**src/design/text_screen_cursor_buffer_top_assert.svh**
```systemverilog
// assertion macros for the text screen cursor buffer
// used by text_screen_cursor_buffer_top, no other dependencies
`ifndef TEXT_SCREEN_CURSOR_BUFFER_TOP_ASSERT_SVH
`define TEXT_SCREEN_CURSOR_BUFFER_TOP_ASSERT_SVH

// same-cycle implication, checked outside reset
`define TSCB_ASSERT_NOW(lbl, clk, rst_n, ante, cons, msg) \
    lbl: assert property (@(posedge clk) disable iff (!rst_n) (ante) |-> (cons)) \
        else $error(msg);

// next-cycle implication, checked outside reset
`define TSCB_ASSERT_NEXT(lbl, clk, rst_n, ante, cons, msg) \
    lbl: assert property (@(posedge clk) disable iff (!rst_n) (ante) |=> (cons)) \
        else $error(msg);

`endif

```
**src/design/tscb_pkg.sv**
```systemverilog
// shared types and constants of the text screen cursor buffer
// no dependencies
package tscb_pkg;

    localparam int DEF_MAX_ROWS = 32;
    localparam int DEF_MAX_COLS = 64;

    localparam int ACTION_W = 4;
    localparam int TROW_W   = 6;
    localparam int TCOL_W   = 7;
    localparam int CHAR_W   = 8;
    localparam int LEN_W    = 7;
    localparam int POS_W    = 11;

    localparam int CFG_ROWS_W = 6;
    localparam int CFG_COLS_W = 7;
    localparam int CFG_DATA_W = 7;

    // geometry fields sized for the largest legal MAX_ROWS / MAX_COLS (256)
    localparam int GEOM_DIM_W  = 9;
    localparam int GEOM_SIZE_W = 17;

    localparam logic [CFG_ROWS_W-1:0] ROWS_RESET = 6'd24;
    localparam logic [CFG_COLS_W-1:0] COLS_RESET = 7'd64;

    localparam logic [CHAR_W-1:0] CH_SPACE = 8'h20;
    localparam logic [CHAR_W-1:0] CH_X     = 8'h58;
    localparam logic [CHAR_W-1:0] CH_NUL   = 8'h00;

    typedef enum logic [0:0] {
        CFG_ROWS = 1'b0,
        CFG_COLS = 1'b1
    } t_cfg_idx;

    typedef enum logic [ACTION_W-1:0] {
        ACT_HOME    = 4'd0,
        ACT_FWD     = 4'd1,
        ACT_BACK    = 4'd2,
        ACT_UP      = 4'd3,
        ACT_DOWN    = 4'd4,
        ACT_END     = 4'd5,
        ACT_MOVE    = 4'd6,
        ACT_WRITE   = 4'd7,
        ACT_READPOS = 4'd8,
        ACT_READ    = 4'd9,
        ACT_CLEAR   = 4'd10,
        ACT_SQUARE  = 4'd11
    } t_action;

    typedef struct packed {
        logic [GEOM_DIM_W-1:0]  rows;
        logic [GEOM_DIM_W-1:0]  cols;
        logic [GEOM_SIZE_W-1:0] size;
    } t_geom;

endpackage

```
**src/design/tscb_geom.sv**
```systemverilog
// screen geometry: row and column registers, clamping, registered area size
// depends on tscb_pkg
module tscb_geom import tscb_pkg::*; #(
    parameter int MAX_ROWS = DEF_MAX_ROWS,
    parameter int MAX_COLS = DEF_MAX_COLS
) (
    input  logic                  i_clk,
    input  logic                  i_rst_n,
    input  logic                  i_cfg_we,
    input  logic [0:0]            i_cfg_idx,
    input  logic [CFG_DATA_W-1:0] i_cfg_data,
    output t_geom                 o_geom
);
    logic [CFG_ROWS_W-1:0]  r_rows;
    logic [CFG_COLS_W-1:0]  r_cols;
    logic [GEOM_SIZE_W-1:0] r_size;
    logic [GEOM_DIM_W-1:0]  rows_used;
    logic [GEOM_DIM_W-1:0]  cols_used;

    always_ff @(posedge i_clk) begin
        if (!i_rst_n) begin
            r_rows <= ROWS_RESET;
            r_cols <= COLS_RESET;
        end else if (i_cfg_we) begin
            case (t_cfg_idx'(i_cfg_idx))
                CFG_ROWS: r_rows <= i_cfg_data[CFG_ROWS_W-1:0];
                CFG_COLS: r_cols <= i_cfg_data[CFG_COLS_W-1:0];
                default:  r_rows <= r_rows;
            endcase
        end
    end

    // clamp to 1..max
    always_comb begin
        if (r_rows == '0) begin
            rows_used = GEOM_DIM_W'(1);
        end else if (GEOM_DIM_W'(r_rows) > GEOM_DIM_W'(MAX_ROWS)) begin
            rows_used = GEOM_DIM_W'(MAX_ROWS);
        end else begin
            rows_used = GEOM_DIM_W'(r_rows);
        end
        if (r_cols == '0) begin
            cols_used = GEOM_DIM_W'(1);
        end else if (GEOM_DIM_W'(r_cols) > GEOM_DIM_W'(MAX_COLS)) begin
            cols_used = GEOM_DIM_W'(MAX_COLS);
        end else begin
            cols_used = GEOM_DIM_W'(r_cols);
        end
    end

    always_ff @(posedge i_clk) begin
        r_size <= GEOM_SIZE_W'(rows_used) * GEOM_SIZE_W'(cols_used);
    end

    assign o_geom.rows = rows_used;
    assign o_geom.cols = cols_used;
    assign o_geom.size = r_size;
endmodule

```
**config.mk**
```make
export PLATFORM = sky130hd
export DESIGN_NAME = tscb_geom
export DESIGN_NICKNAME = d
export VERILOG_FILES = /design/src/design/text_screen_cursor_buffer_top_assert.svh /design/src/design/tscb_pkg.sv /design/src/design/tscb_geom.sv
export SDC_FILE = /design/constraint.sdc
export NUM_CORES = 1
export LEC_CHECK = 0
export BUFFER_PORTS_ARGS = -buffer_cell sky130_fd_sc_hd__buf_2
export CORE_AREA = 8 8 78 66
export DETAILED_ROUTE_END_ITERATION = 8
export DIE_AREA = 0 0 86 74
export PLACE_DENSITY = 0.82
export SETUP_SLACK_MARGIN = 0.4
export SYNTH_ARGS = -nofsm -noshare
export SYNTH_HDL_FRONTEND = slang
export SYNTH_SLANG_ARGS = --single-unit
export TNS_END_PERCENT = 50
```
**constraint.sdc**
```tcl
create_clock -name i_clk -period 9.4 [get_ports i_clk]
set_clock_uncertainty 0.1 [all_clocks]
set_input_delay 0.94 -clock i_clk [delete_from_list [all_inputs] [get_ports i_clk]]
set_output_delay 0.94 -clock i_clk [all_outputs]
set_load 0.01 [all_outputs]
```
==> summary.txt <==
Die
  • Die Span X: 86 um
  • Core region area: 3970 um2
  • Initial core utilization: 0.560
  • IO Pins: 46
  • Die height: 74 um
  • Die footprint: 6360 um2
  • Row count: 21

Global routing
  • Initial antenna violation count: 0
  • Grt total ovfl: 0
  • Total Routing Usage GR: 0.154
  • Global-route wire length before repair: 7.86 mm
  • Number of global-route vias before repair: 1775
  • Largest net degree at the start of global routing: 15

STA
  • Top achievable clock speed: 223 MHz
  • Tcrit/Tclk final: 0.477
  • Final Slew Violations: 0
  • Final setup vio count: 0
  • Worst Hold Slack: 387 ps
  • Final hold viol count: 0
  • RSZ-0062 raised after global routing: no
  • Final min period: 4480 ps
  • Setup tns final: 0 ps

Outcome
  • Status: finished clean

Synth
  • Synthesized flop and latch total: 27
  • Synth area leaders: dfxtp_1 (24%), fa_1 (19%), ha_1 (14%)
  • Mean post-synth cell area: 8.86 um2
  • Synth Cell Area: 2220 um2
  • Post-synth top area share: 0.243
  • Synthesized instance count: 251
  • Seq/Total Area, Yosys: 0.243
  • Distinct cells, synth: 30
  • Main synth FF type: dfxtp_1
  • YS warnings: 0
  • Synth area leader: dfxtp_1
  • EDFF count, synth: 0
  • Synth async-reset ratio: 0

Hold path
  • WHS Endpoint: r_cols[2]
  • Min-delay src: r_cols[2]
  • Hold Path Stages: 2
  • Path category of the worst min-delay check: register to register

Critical path
  • Most frequent cell on the critical path: fa_1
  • Worst Setup End Kind: register
  • R2R cell count: 15
  • CP Class: register to register
  • Buf+Inv Stages, Crit Path: 2
  • Worst Path Arrival: 4600 ps
  • Worst setup SP type: register
  • Reg-to-reg slack, setup: 4920 ps
  • Critical Path RT: 9510 ps
  • Capturing point of the worst reg2reg path: r_size[12]
  • Reg-to-reg startpoint: r_cols[1]
  • CP cell instances: or4_1 > nor2_1 > o21bai_1 > inv_2 > nand2_1 > fa_1 > fa_1 > fa_1 > inv_1 > ha_1 > and3_4 > a2111oi_4 > o31ai_1 > a21oi_1 > xnor2_1
  • Largest stage delay, worst path: 550 ps
  • Worst path slowest cell: fa_1
  • Max FO, Critical Path: 6
  • Crit-path leading delay family: adder cells

CTS
  • Resize count post-CTS: 0
  • Clk sinks: 27
  • TritonCTS Buffers: 3
  • CTS tree: done
  • Clock insertion delay at the later pin of the skew report: 280 ps
  • Reg clk slew, reported paths: 90 ps
  • H-Tree Depth: 1
  • Clk root buf: clkbuf_8
  • Postcts setup bufs: 0
  • Hold_buf cts: 0
  • Clk buf depth: 2

Final layout
  • Area Growth Syn to Fin: 10.6%
  • Layout cells sized above 1: 0.163
  • Area of the multi-input gates: 1480 um2
  • Sequential cell area: 541 um2
  • Fillers: 359
  • ANT cells: 0
  • Final nets: 340

Drt
  • Drt pass-1 iters: 4
  • Final WL: 4.52 mm
  • Vias after detailed routing: 1699
  • Routed len/inst: 13.3 um
  • Via/cell ratio: 5.00
  • Routed Antenna Nets: 0
  • 1st-iter DRT viols: 110
  • DRC viols: 0

Place
  • PortBufs: 37
  • GPL Wtd Cong: 0.878
  • Post-DP HPWL: 3.77 mm

Power and ir drop
  • Lkg Pwr: 1.35 nW
  • Peak supply drop: 0.0517 mV
  • Power Density: 97.6 nW/um2
  • Power, Total: 240 uW

Flow run
  • Maxcap violations: 0
-- power breakdown --
group	switching, mW	total, mW	internal, mW
logic	0.0288	0.0482	0.0193
clock network	0.0370	0.0675	0.0305
registers	0.00373	0.124	0.121
total	0.0696	0.240	0.170
-- cell type report --
class	count	area share
clock buffers	4	0.0183
inverters	36	0.0549
multi-input cells	179	0.603
flip-flops and latches	27	0.220
well taps	57	0.0290
repair buffers	37	0.0753
-- how the worst max path moves through the flow --
stage,startpoint,end,slack [ps],cells past startpoint
floorplan,r_cols[1],r_size[12],5140,15
global placement,r_cols[1],r_size[12],5040,15
detailed placement,r_cols[1],r_size[12],4940,15
CTS,r_cols[1],r_size[12],4910,15
global route,r_cols[1],r_size[10],4610,15
finish,r_cols[1],r_size[12],4920,15
-- logic make-up (layout without fill, tap and decap cells) --
logic type,count (synthesis),after routing,synth area share
XOR/XNOR,8,8,0.0315
buffers and inverters,52,77,0.102
multiplexers,6,6,0.0270
flip-flops,27,27,0.243
adder cells (fa/ha/maj),45,45,0.324
other,1,8,0.00169
AO/OA/AOI/OAI,24,24,0.0777
AND/OR/NAND/NOR,88,88,0.193
-- sequential cells by signal, summed over array words and instances (netlist names) --
signal and count:
r_cols 7, r_rows 6, r_size 14
-- metrics by stage --
step / setup slack, ps / cells / area (um2) / utilization
final: 4920 / 340 / 2460 / 0.620
after global routing: 4610 / 340 / 2460 / 0.620
after CTS: 4910 / 340 / 2460 / 0.620
after global placement: 5040 / 336 / 2410 / 0.609
after floorplan: 5140 / 258 / 2250 / -
after detailed placement: 4940 / 336 / 2410 / 0.609
-- tightest hold or removal path, cell delays in order, from the launching register on --
cell and delay (ps):
dfxtp_1 330, nand2_1 50, a21boi_0 70
-- cells in the mapped netlist, types with 2 or more instances --
library cell	instances
nand2_1	24
buf_4	8
and2_1	11
mux2i_1	6
a21oi_1	8
xnor2_1	7
a21boi_0	7
nand3_1	8
o21bai_1	2
nor2_1	23
fa_1	21
nand2b_1	11
a21o_1	2
o21ai_0	3
nor2b_1	6
dfxtp_1	27
ha_1	24
inv_2	4
clkbuf_1	7
inv_1	32
-- placed cells by master (no fill, tap or decap), drive strengths merged, types with 11 or more instances in the layout --
cell type,n
buf,37
inv,36
dfxtp,27
nand2,24
ha,24
nor2,23
fa,21
nand2b,11
and2,11
-- layer usage --
| metal | part of all wire | track usage | wire length (um) | up-vias |
|---|---|---|---|---|
| met4 | 0.017 | 0.0484 | 75 | 0 |
| li1 | - | - | - | 836 |
| met3 | 0.055 | 0.0298 | 249 | 9 |
| met5 | 0 | 0 | 0 | - |
| met2 | 0.50 | 0.280 | 2240 | 45 |
| met1 | 0.43 | 0.178 | 1960 | 809 |
(Power assumes the default switching activity.)
